<file path="src/hdl/rcj_pkg.sv">
`timescale 1ns / 1ps
// shared constants and codes for the rc channel to joystick report block
// no dependencies

package rcj_pkg;

  // action codes of an input item
  typedef enum logic [1:0] {
    ACT_FRAME      = 2'd0,
    ACT_TICK       = 2'd1,
    ACT_SET_REPORT = 2'd2
  } action_t;

  localparam int unsigned NUM_CHAN = 8;
  localparam int unsigned NUM_BYTE = 8;

  // channel scaling: ((raw - 1480) * 255) / 1540, saturated at 255
  localparam logic [15:0] CHAN_OFFSET = 16'd1480;
  // first offset value whose scaled result exceeds 255
  localparam logic [15:0] SAT_LIMIT   = 16'd1547;
  // 255 * ceil(2^30 / 1540), exact for the operand range in use
  localparam logic [27:0] SCALE_MULT  = 28'd177794925;
  localparam int unsigned SCALE_SHIFT = 30;

  // button switch thresholds
  localparam logic [7:0] BTN_HIGH = 8'd196;
  localparam logic [7:0] BTN_MID  = 8'd64;

  localparam logic [7:0] HOLD_COUNT = 8'd250;

  // answer hash offsets by type
  localparam logic [7:0] HASH_OFS_0 = 8'h0D;
  localparam logic [7:0] HASH_OFS_1 = 8'h12;
  localparam logic [7:0] HASH_OFS_2 = 8'h10;
  localparam logic [7:0] HASH_OFS_3 = 8'h18;

  localparam logic [7:0] BYTE_FULL   = 8'hFF;
  localparam logic [7:0] BYTE_CENTRE = 8'h80;

  localparam logic [3:0] LEN_ANSWER   = 4'd8;
  localparam logic [3:0] LEN_JOYSTICK = 4'd7;

endpackage

</file>
<file path="src/hdl/rcj_in_if.sv">
`timescale 1ns / 1ps
// input channel: one radio frame, no-signal tick or host set-report per item
// no dependencies

interface rcj_in_if;
  logic        valid;
  logic        ready;
  logic [1:0]  action;
  logic [15:0] chan_0;
  logic [15:0] chan_1;
  logic [15:0] chan_2;
  logic [15:0] chan_3;
  logic [15:0] chan_4;
  logic [15:0] chan_5;
  logic [15:0] chan_6;
  logic [15:0] chan_7;
  logic [63:0] host_report;

  modport source (output valid, action, chan_0, chan_1, chan_2, chan_3, chan_4, chan_5,
                  chan_6, chan_7, host_report, input ready);
  modport sink   (input valid, action, chan_0, chan_1, chan_2, chan_3, chan_4, chan_5,
                  chan_6, chan_7, host_report, output ready);
endinterface

</file>
<file path="src/hdl/rcj_out_if.sv">
`timescale 1ns / 1ps
// output channel: one joystick or answer report per item
// no dependencies

interface rcj_out_if;
  logic       valid;
  logic       ready;
  logic [7:0] report_byte_0;
  logic [7:0] report_byte_1;
  logic [7:0] report_byte_2;
  logic [7:0] report_byte_3;
  logic [7:0] report_byte_4;
  logic [7:0] report_byte_5;
  logic [7:0] report_byte_6;
  logic [7:0] report_byte_7;
  logic [3:0] report_length;

  modport source (output valid, report_byte_0, report_byte_1, report_byte_2, report_byte_3,
                  report_byte_4, report_byte_5, report_byte_6, report_byte_7,
                  report_length, input ready);
  modport sink   (input valid, report_byte_0, report_byte_1, report_byte_2, report_byte_3,
                  report_byte_4, report_byte_5, report_byte_6, report_byte_7,
                  report_length, output ready);
endinterface

</file>
<file path="src/hdl/rcj_cfg_if.sv">
`timescale 1ns / 1ps
// configuration write channel carrying the report mode register
// no dependencies

interface rcj_cfg_if;
  logic valid;
  logic ready;
  logic answer_mode;

  modport source (output valid, answer_mode, input ready);
  modport sink   (input valid, answer_mode, output ready);
endinterface

</file>
<file path="src/hdl/rcj_scale.sv">
`timescale 1ns / 1ps
// maps one raw channel value onto a report byte
// depends on rcj_pkg

module rcj_scale (
  input  logic [15:0] raw,
  output logic [7:0]  scaled
);
  import rcj_pkg::*;

  logic [15:0] diff;
  logic [38:0] prod;

  always_comb begin
    diff = raw - CHAN_OFFSET;
    // divide by 1540 as a multiply by the reciprocal
    prod = 39'(diff[10:0]) * 39'(SCALE_MULT);
    if (raw < CHAN_OFFSET) begin
      scaled = 8'd0;
    end else if (diff >= SAT_LIMIT) begin
      scaled = BYTE_FULL;
    end else begin
      scaled = prod[SCALE_SHIFT +: 8];
    end
  end

endmodule

</file>
<file path="src/hdl/rcj_answer.sv">
`timescale 1ns / 1ps
// challenge answer byte from the eight host set-report bytes
// depends on rcj_pkg

module rcj_answer (
  input  logic [63:0] host_report,
  output logic [7:0]  answer
);
  import rcj_pkg::*;

  logic [7:0]  b [NUM_BYTE];
  logic [7:0]  b2_dec;
  logic [2:0]  kind;
  logic [10:0] sum;
  logic [10:0] sum_p8;
  logic [10:0] sum_p4;

  always_comb begin
    for (int i = 0; i < NUM_BYTE; i++) begin
      b[i] = host_report[8*i +: 8];
    end
    b2_dec = (b[2] != 8'd0) ? b[2] - 8'd1 : b[2];
    kind = b2_dec[7:5];

    case (kind)
      3'd0:    sum = 11'(b[6]);
      3'd1:    sum = 11'(b[3]);
      3'd2:    sum = 11'(b[4]) + 11'(b[5]);
      3'd3:    sum = 11'(b[1]) + 11'(b[6]);
      3'd4:    sum = 11'(b[0]) + 11'(b[7]);
      3'd5:    sum = 11'(b[5]) + 11'(b[6]);
      3'd6:    sum = 11'(b[0]) + 11'(b[1]) + 11'(b[3]) + 11'(b[4]);
      default: sum = 11'(b[0]) + 11'(b[1]) + 11'(b[3]) + 11'(b[4])
                   + 11'(b[5]) + 11'(b[6]) + 11'(b[7]);
    endcase

    sum_p8 = sum + 11'd8;
    sum_p4 = sum + 11'd4;

    // masks and shifts reduce to part-selects of the sum
    case (kind[1:0])
      2'd0:    answer = {1'b0, sum[3:0], 3'b000} + HASH_OFS_0;
      2'd1:    answer = {2'b00, sum[4:0], 1'b0} + HASH_OFS_1;
      2'd2:    answer = {3'b000, sum_p8[5:1]} + HASH_OFS_2;
      default: answer = {4'b0000, sum_p4[6:3]} + HASH_OFS_3;
    endcase
  end

endmodule

</file>
<file path="src/hdl/rc_channels_to_hid_report.sv">
`timescale 1ns / 1ps
// rc channel frames to joystick or challenge-answer report bytes
// depends on rcj_pkg, rcj_in_if, rcj_out_if, rcj_cfg_if, rcj_scale, rcj_answer
//
// Usage
//   in_ch  : one item per frame, no-signal tick or host set-report (action field)
//   out_ch : one report per frame or tick item; set-report and unused codes give none
//   cfg    : writes answer_mode (1 = 8-byte answer report, 0 = 7-byte joystick),
//            always ready; write only while no item is in flight
// Timing: an item is captured in the input register on acceptance; its report is
//   formed combinationally and captured in the result register, which drives out_ch.
// Throughput: one item per cycle unless out_ch stalls; channel scaling, button decode
//   and the answer hash each fit between the input and result registers.
// Stalls: the result register holds while out_ch.ready is low; one further item
//   waits in the input register, after which in_ch.ready drops until the
//   result is taken.
// Reset: synchronous; answer_mode returns to 1, the answer byte and hold count
//   clear, and both registers empty.

module rc_channels_to_hid_report (
  input  logic      clk,
  input  logic      rst,
  rcj_in_if.sink    in_ch,
  rcj_out_if.source out_ch,
  rcj_cfg_if.sink   cfg
);
  import rcj_pkg::*;

  // input register
  logic        s1_valid;
  logic [1:0]  s1_action;
  logic [15:0] s1_chan [NUM_CHAN];
  logic [63:0] s1_host;

  // result register
  logic        out_valid;
  logic [7:0]  rep [NUM_BYTE];
  logic [3:0]  rep_len;

  logic        answer_mode;
  logic [7:0]  answer_byte;
  logic [7:0]  hold_count;

  logic [7:0]  scaled [NUM_CHAN];
  logic [7:0]  answer_calc;
  logic [7:0]  rep_next [NUM_BYTE];
  logic [7:0]  answer_byte_next;
  logic [7:0]  hold_count_next;
  logic [7:0]  buttons;
  logic        res_make;
  logic        advance;
  logic        in_take;

  for (genvar g = 0; g < NUM_CHAN; g++) begin : g_scale
    rcj_scale u_scale (
      .raw    (s1_chan[g]),
      .scaled (scaled[g])
    );
  end

  rcj_answer u_answer (
    .host_report (s1_host),
    .answer      (answer_calc)
  );

  assign advance     = s1_valid && (!out_valid || out_ch.ready);
  assign in_ch.ready = !s1_valid || advance;
  assign in_take     = in_ch.valid && in_ch.ready;
  assign cfg.ready   = 1'b1;

  always_comb begin
    buttons = 8'd0;
    if (scaled[6] > BTN_HIGH) begin
      buttons[0] = 1'b1;
    end else if (scaled[6] > BTN_MID) begin
      buttons[2] = 1'b1;
    end
    if (scaled[7] > BTN_HIGH) begin
      buttons[1] = 1'b1;
    end else if (scaled[7] > BTN_MID) begin
      buttons[3] = 1'b1;
    end
  end

  always_comb begin
    res_make         = 1'b0;
    answer_byte_next = answer_byte;
    hold_count_next  = hold_count;
    for (int i = 0; i < NUM_BYTE; i++) begin
      rep_next[i] = 8'd0;
    end
    case (s1_action)
      ACT_FRAME: begin
        res_make = 1'b1;
        if (answer_mode) begin
          rep_next[0] = scaled[0];
          rep_next[1] = answer_byte;
          rep_next[2] = scaled[1];
          rep_next[3] = scaled[2];
          rep_next[4] = scaled[3];
          rep_next[5] = scaled[4];
          rep_next[6] = scaled[5];
        end else begin
          rep_next[0] = scaled[2];
          rep_next[1] = scaled[3];
          rep_next[2] = scaled[0];
          rep_next[3] = scaled[1];
          rep_next[4] = scaled[4];
          rep_next[5] = scaled[5];
          rep_next[6] = buttons;
        end
      end
      ACT_TICK: begin
        res_make = 1'b1;
        if (answer_mode) begin
          // answer byte clears when the hold runs out
          if (hold_count != 8'd0) begin
            hold_count_next = hold_count - 8'd1;
            if (hold_count == 8'd1) begin
              answer_byte_next = 8'd0;
            end
          end
          rep_next[0] = BYTE_FULL;
          rep_next[1] = answer_byte_next;
          rep_next[2] = BYTE_FULL;
          rep_next[3] = BYTE_FULL;
          rep_next[4] = BYTE_FULL;
        end else begin
          rep_next[1] = BYTE_CENTRE;
          rep_next[2] = BYTE_CENTRE;
          rep_next[3] = BYTE_CENTRE;
          rep_next[4] = BYTE_CENTRE;
          rep_next[5] = BYTE_CENTRE;
        end
      end
      ACT_SET_REPORT: begin
        answer_byte_next = answer_calc;
        hold_count_next  = HOLD_COUNT;
      end
      default: begin
      end
    endcase
  end

  always_ff @(posedge clk) begin
    if (rst) begin
      s1_valid    <= 1'b0;
      out_valid   <= 1'b0;
      answer_mode <= 1'b1;
      answer_byte <= 8'd0;
      hold_count  <= 8'd0;
    end else begin
      if (cfg.valid) begin
        answer_mode <= cfg.answer_mode;
      end

      if (in_take) begin
        s1_valid <= 1'b1;
      end else if (advance) begin
        s1_valid <= 1'b0;
      end

      if (advance) begin
        answer_byte <= answer_byte_next;
        hold_count  <= hold_count_next;
      end

      if (advance && res_make) begin
        out_valid <= 1'b1;
      end else if (out_ch.ready) begin
        out_valid <= 1'b0;
      end
    end
  end

  // payload registers
  always_ff @(posedge clk) begin
    if (in_take) begin
      s1_action  <= in_ch.action;
      s1_chan[0] <= in_ch.chan_0;
      s1_chan[1] <= in_ch.chan_1;
      s1_chan[2] <= in_ch.chan_2;
      s1_chan[3] <= in_ch.chan_3;
      s1_chan[4] <= in_ch.chan_4;
      s1_chan[5] <= in_ch.chan_5;
      s1_chan[6] <= in_ch.chan_6;
      s1_chan[7] <= in_ch.chan_7;
      s1_host    <= in_ch.host_report;
    end
    if (advance && res_make) begin
      rep     <= rep_next;
      rep_len <= answer_mode ? LEN_ANSWER : LEN_JOYSTICK;
    end
  end

  assign out_ch.valid         = out_valid;
  assign out_ch.report_byte_0 = rep[0];
  assign out_ch.report_byte_1 = rep[1];
  assign out_ch.report_byte_2 = rep[2];
  assign out_ch.report_byte_3 = rep[3];
  assign out_ch.report_byte_4 = rep[4];
  assign out_ch.report_byte_5 = rep[5];
  assign out_ch.report_byte_6 = rep[6];
  assign out_ch.report_byte_7 = rep[7];
  assign out_ch.report_length = rep_len;

`ifndef SYNTHESIS
  // hold count only rearms to the full count or steps down by one
  a_hold_step: assert property (@(posedge clk) disable iff (rst)
    !$stable(hold_count) |-> (hold_count == HOLD_COUNT
                              || hold_count == $past(hold_count) - 8'd1))
    else $error("hold count moved by an unexpected step");

  // the answer byte only clears at the end of a hold
  a_answer_clear: assert property (@(posedge clk) disable iff (rst)
    ($past(answer_byte) != 8'd0 && answer_byte == 8'd0 && $past(hold_count) != 8'd0)
      |-> (hold_count == 8'd0 && $past(hold_count) == 8'd1))
    else $error("answer byte cleared while the hold was running");

  // report length follows the mode, which the user changes only while idle (unenforced)
  a_len_mode: assert property (@(posedge clk) disable iff (rst)
    out_valid |-> (rep_len == (answer_mode ? LEN_ANSWER : LEN_JOYSTICK)))
    else $error("report length does not match the report mode");

  // an empty result register never blocks the input side
  a_no_block: assert property (@(posedge clk) disable iff (rst)
    !out_valid |-> in_ch.ready)
    else $error("input stalled with no result pending");
`endif

endmodule

</file>
<file path="src/flat_wrapper.sv">
// flat-port wrapper written by rule: the top's interface ports become plain ports
module rc_channels_to_hid_report_flat import rcj_pkg::*;
  (clk, rst, in_ch_valid, in_ch_action, in_ch_chan_0, in_ch_chan_1, in_ch_chan_2, in_ch_chan_3, in_ch_chan_4, in_ch_chan_5, in_ch_chan_6, in_ch_chan_7, in_ch_host_report, in_ch_ready, out_ch_valid, out_ch_report_byte_0, out_ch_report_byte_1, out_ch_report_byte_2, out_ch_report_byte_3, out_ch_report_byte_4, out_ch_report_byte_5, out_ch_report_byte_6, out_ch_report_byte_7, out_ch_report_length, out_ch_ready, cfg_valid, cfg_answer_mode, cfg_ready);
  rcj_in_if in_ch_i ();
  rcj_out_if out_ch_i ();
  rcj_cfg_if cfg_i ();
  input  logic clk;
  input  logic rst;
  input wire logic [$bits(in_ch_i.valid)-1:0] in_ch_valid;
  input wire logic [$bits(in_ch_i.action)-1:0] in_ch_action;
  input wire logic [$bits(in_ch_i.chan_0)-1:0] in_ch_chan_0;
  input wire logic [$bits(in_ch_i.chan_1)-1:0] in_ch_chan_1;
  input wire logic [$bits(in_ch_i.chan_2)-1:0] in_ch_chan_2;
  input wire logic [$bits(in_ch_i.chan_3)-1:0] in_ch_chan_3;
  input wire logic [$bits(in_ch_i.chan_4)-1:0] in_ch_chan_4;
  input wire logic [$bits(in_ch_i.chan_5)-1:0] in_ch_chan_5;
  input wire logic [$bits(in_ch_i.chan_6)-1:0] in_ch_chan_6;
  input wire logic [$bits(in_ch_i.chan_7)-1:0] in_ch_chan_7;
  input wire logic [$bits(in_ch_i.host_report)-1:0] in_ch_host_report;
  output wire logic [$bits(in_ch_i.ready)-1:0] in_ch_ready;
  output wire logic [$bits(out_ch_i.valid)-1:0] out_ch_valid;
  output wire logic [$bits(out_ch_i.report_byte_0)-1:0] out_ch_report_byte_0;
  output wire logic [$bits(out_ch_i.report_byte_1)-1:0] out_ch_report_byte_1;
  output wire logic [$bits(out_ch_i.report_byte_2)-1:0] out_ch_report_byte_2;
  output wire logic [$bits(out_ch_i.report_byte_3)-1:0] out_ch_report_byte_3;
  output wire logic [$bits(out_ch_i.report_byte_4)-1:0] out_ch_report_byte_4;
  output wire logic [$bits(out_ch_i.report_byte_5)-1:0] out_ch_report_byte_5;
  output wire logic [$bits(out_ch_i.report_byte_6)-1:0] out_ch_report_byte_6;
  output wire logic [$bits(out_ch_i.report_byte_7)-1:0] out_ch_report_byte_7;
  output wire logic [$bits(out_ch_i.report_length)-1:0] out_ch_report_length;
  input wire logic [$bits(out_ch_i.ready)-1:0] out_ch_ready;
  input wire logic [$bits(cfg_i.valid)-1:0] cfg_valid;
  input wire logic [$bits(cfg_i.answer_mode)-1:0] cfg_answer_mode;
  output wire logic [$bits(cfg_i.ready)-1:0] cfg_ready;
  assign in_ch_i.valid = in_ch_valid;
  assign in_ch_i.action = in_ch_action;
  assign in_ch_i.chan_0 = in_ch_chan_0;
  assign in_ch_i.chan_1 = in_ch_chan_1;
  assign in_ch_i.chan_2 = in_ch_chan_2;
  assign in_ch_i.chan_3 = in_ch_chan_3;
  assign in_ch_i.chan_4 = in_ch_chan_4;
  assign in_ch_i.chan_5 = in_ch_chan_5;
  assign in_ch_i.chan_6 = in_ch_chan_6;
  assign in_ch_i.chan_7 = in_ch_chan_7;
  assign in_ch_i.host_report = in_ch_host_report;
  assign in_ch_ready = in_ch_i.ready;
  assign out_ch_valid = out_ch_i.valid;
  assign out_ch_report_byte_0 = out_ch_i.report_byte_0;
  assign out_ch_report_byte_1 = out_ch_i.report_byte_1;
  assign out_ch_report_byte_2 = out_ch_i.report_byte_2;
  assign out_ch_report_byte_3 = out_ch_i.report_byte_3;
  assign out_ch_report_byte_4 = out_ch_i.report_byte_4;
  assign out_ch_report_byte_5 = out_ch_i.report_byte_5;
  assign out_ch_report_byte_6 = out_ch_i.report_byte_6;
  assign out_ch_report_byte_7 = out_ch_i.report_byte_7;
  assign out_ch_report_length = out_ch_i.report_length;
  assign out_ch_i.ready = out_ch_ready;
  assign cfg_i.valid = cfg_valid;
  assign cfg_i.answer_mode = cfg_answer_mode;
  assign cfg_ready = cfg_i.ready;
  rc_channels_to_hid_report u_core (.clk(clk), .rst(rst), .in_ch(in_ch_i), .out_ch(out_ch_i), .cfg(cfg_i));
endmodule
</file>
<file path="config.mk">
export PLATFORM = sky130hd
export DESIGN_NAME = rc_channels_to_hid_report_flat
export DESIGN_NICKNAME = d
export VERILOG_FILES = /design/src/hdl/rcj_pkg.sv /design/src/hdl/rcj_in_if.sv /design/src/hdl/rcj_out_if.sv /design/src/hdl/rcj_cfg_if.sv /design/src/hdl/rcj_scale.sv /design/src/hdl/rcj_answer.sv /design/src/hdl/rc_channels_to_hid_report.sv /design/src/flat_wrapper.sv
export SDC_FILE = /design/constraint.sdc
export NUM_CORES = 2
export LEC_CHECK = 0
export ABC_AREA = 1
export BUFFER_PORTS_ARGS = -buffer_cell sky130_fd_sc_hd__buf_2
export CAP_MARGIN = 5
export CORE_ASPECT_RATIO = 0.8
export CORE_MARGIN = 3
export CORE_UTILIZATION = 40
export CTS_CLUSTER_DIAMETER = 40
export DETAILED_ROUTE_END_ITERATION = 12
export RECOVER_POWER = 100
export SLEW_MARGIN = 5
export SYNTH_ARGS = -nofsm -noshare
export SYNTH_HDL_FRONTEND = slang
export SYNTH_SLANG_ARGS = --single-unit
export TNS_END_PERCENT = 20
</file>
<file path="constraint.sdc">
create_clock -name clk -period 6.35 [get_ports clk]
set_clock_uncertainty 0.2 [all_clocks]
set_input_delay 0.3175 -clock clk [delete_from_list [all_inputs] [get_ports clk]]
set_output_delay 0.3175 -clock clk [all_outputs]
set_load 0.01 [all_outputs]
</file>
==> impl_metrics.json <==
{
  "status": "complete, but fails checks",
  "violations": "max-capacitance violations, max-slew violations",
  "root_buffer": "clkbuf_16",
  "arrival_ns": 6.35,
  "met3_usage_pct": 4.03,
  "max_stage_delay_ns": 0.59,
  "portBuffers": 254,
  "synth.avg_cell_area_um2": 8.68,
  "yosysTopAreaCell": "fa_1",
  "dpl-instance-area_mm2": 0.0626,
  "ant_nets": 0,
  "ys_types": 66,
  "grt_max_degree": 94,
  "whs_path_depth": 2,
  "synth-main-ff-cell": "edfxtp_1",
  "cts_sinks": 264,
  "max_slew_margin_pct": -212,
  "synth_edf_count": 245,
  "crit_fanout": 5,
  "maxSlewViolCount": 156,
  "worstReg2RegEnd": "u_core.out_ch.report_byte_4[4]",
  "crit_slowest_cell": "fa_2",
  "synth.cell_area_mm2": 0.0555,
  "critPathLaunch": "u_core.s1_chan[1][3]",
  "initialDrtViolationCount": 2866,
  "worst_pin_slew_ns": 4.68,
  "reg2regPathDepth": 29,
  "fin_ws_ns": 0.117,
  "holdWs_ns": 0.172,
  "grt.busiest_layer": "met2",
  "critical_path_class": "reg2reg",
  "met1_usage_pct": 32.4,
  "fin_area_mm2": 0.0700,
  "synth-seq-cells": 264,
  "r2r_start": "u_core.s1_chan[1][3]",
  "max_freq_mhz": 160,
  "dp_worst_setup_slack_ns": -0.415,
  "clk_pin_slew_ns": 0.06,
  "required_ns": 6.46,
  "core_mm2": 0.137,
  "rows": 121,
  "grt_pass1_wl_um": 262000,
  "hold_start": "in_ch_chan_4[2]",
  "min_path_type": "in2reg",
  "hold_violations": 0,
  "dp_hpwl_um": 144000,
  "yosysWarnings": 0,
  "cts_buffers": 47,
  "use_met2_pct": 37.3,
  "ios": 271,
  "synthCells": 6396,
  "ys_seq_area_share_pct": 13.9,
  "antenna_found_initial": 3,
  "grt_remaining_overflow": 0,
  "dieArea_mm2": 0.143,
  "die_w_um": 422,
  "grt_pass1_vias": 47700,
  "grt_usage_pct": 23.2,
  "cap_viol_max_count": 3,
  "critical_path.most_common_cell": "inv_1",
  "wl_um": 169000,
  "final_util_pct": 51.1,
  "die_height_um": 339,
  "firstDrtPassIters": 5,
  "setup_violations": 0,
  "clk_latency_ns": 0.65,
  "drive_gt1_share_pct": 20.6,
  "post-route-min-period_ns": 6.23,
  "cts_tree": "yes",
  "cp-end-kind": "register",
  "initial_utilization_pct": 40.6,
  "area_delta_synth_final_pct": 26.0,
  "holdPathEnd": "u_core.s1_chan[1][2]",
  "gp_congestion": 0.973,
  "vias_per_cell": 4.99,
  "cts.path.max_buffers": 3,
  "worstSetupStartpointType": "register",
  "num_vias": 46400,
  "synthArstFlopShare_pct": 0,
  "drc_errors": 0,
  "synth_area_leaders": "fa_1 (31%), ha_1 (20%), edfxtp_1 (13%), inv_1 (11%), nand2_1 (6.1%)",
  "finalCritPeriodShare_pct": 98.2,
  "fin_nets": 9371,
  "reg2reg_slack_ns": 0.12,
  "wl_per_cell_um": 18.2,
  "rsz0062_at_grt": "true",
  "cts_max_level": 2,
  "synth_top_area_share_pct": 30.7
}
==> through the flow <==
step | TNS [ns] | instances
floorplan | 0 | 6403
global placement | -2.24 | 8957
detailed placement | -3.56 | 8957
CTS | -0.0305 | 9244
global route | -2.17 | 9309
finish | 0 | 9309
==> critical path: cells and delay by family, from the launching register on <==
| kind | cells | cell delay [ns] |
|---|---|---|
| compound gates | 3 | 0.40 |
| xor+xnor | 1 | 0.20 |
| fa+ha+maj | 7 | 2.76 |
| buf+inv | 8 | 0.73 |
| flops | 1 | 0.38 |
| simple gates | 10 | 1.23 |
==> worst max path at each step <==
stage | endpoint | slack (ns)
after floorplan | u_core.out_ch.report_byte_3[4] | 0.14
after global placement | u_core.out_ch.report_byte_6[2] | -0.44
after detailed placement | u_core.out_ch.report_byte_6[2] | -0.41
after CTS | u_core.out_ch.report_byte_0[7] | -0.01
after global routing | u_core.out_ch.report_byte_6[2] | -0.16
final | u_core.out_ch.report_byte_4[4] | 0.12
==> routing by layer <==
layer	routed length, µm	vias to the layer above	share of wire, %
met5	0	-	0
met4	4560	0	2.7
met3	10200	177	6.0
met2	77600	1190	46
met1	76600	22600	45
li1	-	22400	-
==> synthesized netlist by cell type (all sizes together), types with 19 or more instances <==
library cell / count
ha: 898
nand2: 914
nand3: 356
a21o: 24
nor3: 59
fa: 850
xor2: 53
a31oi: 34
o21a: 27
edfxtp: 245
a21oi: 371
nor4: 29
inv: 1580
nand3b: 22
dfxtp: 19
o21ai: 227
nand4: 76
a211oi: 19
clkbuf: 23
nor2: 419
xnor2: 34
==> area by class of cell <==
| cell class | instances | area, µm² |
|---|---|---|
| Multi-Input combinational cell | 4517 | 45000 |
| Clock buffer | 50 | 1190 |
| Fill cell | 12900 | 66900 |
| Tap cell | 1845 | 2310 |
| Antenna cell | 2 | 5.00 |
| Sequential cell | 264 | 7740 |
| Timing Repair Buffer | 1012 | 7380 |
| Clock inverter | 38 | 418 |
| Inverter | 1581 | 5970 |
==> timing repair <==
item / in CTS / in global routing
setup endpoints to repair: 33 / 58
hold buffers: 193 / 0
buffers inserted: 6 / 63
gates resized for setup: 83 / 720
pin swaps: 20 / 251
endpoints found under the hold margin: 202 / 0
==> logic make-up after synthesis <==
kind of cell / Yosys count / synth area share [%]
simple gates: 1904 / 14.9
compound gates: 769 / 7.73
fa+ha+maj: 1748 / 50.9
flops: 264 / 13.9
other cells: 2 / 0.0135
buf+inv: 1622 / 11.1
xor+xnor: 87 / 1.39
==> cells in the final DEF, fill, tap and decap left out, drive strengths merged, types with 15 or more instances in the layout <==
cell type       n
a211oi         19
a21o           24
a21oi         371
a31oi          34
buf           724
clkbuf        145
clkinv         20
dfxtp          19
dlygate4sd3   193
edfxtp        245
fa            850
ha            898
inv          1590
nand2         914
nand3         356
nand3b         22
nand4          76
nor2          419
nor3           59
nor4           29
o211ai         16
o21a           27
o21ai         227
o21bai         17
or2            15
xnor2          34
xor2           53
==> registers in the layout, summed over array words and instances (netlist names) <==
| name | flops |
|---|---|
| u_core.answer_byte | 8 |
| u_core.answer_mode | 1 |
| u_core.hold_count | 8 |
| u_core.out_ch.report_byte_0 | 8 |
| u_core.out_ch.report_byte_1 | 8 |
| u_core.out_ch.report_byte_2 | 8 |
| u_core.out_ch.report_byte_3 | 8 |
| u_core.out_ch.report_byte_4 | 8 |
| u_core.out_ch.report_byte_5 | 8 |
| u_core.out_ch.report_byte_6 | 8 |
| u_core.out_ch.report_length | 2 |
| u_core.out_ch.valid | 1 |
| u_core.s1_action | 2 |
| u_core.s1_chan | 128 |
| u_core.s1_host | 57 |
| u_core.s1_valid | 1 |
Power is left out: the tool's default activity adds up to more than one toggle a clock period on the data nets, which glitch-free logic cannot reach.
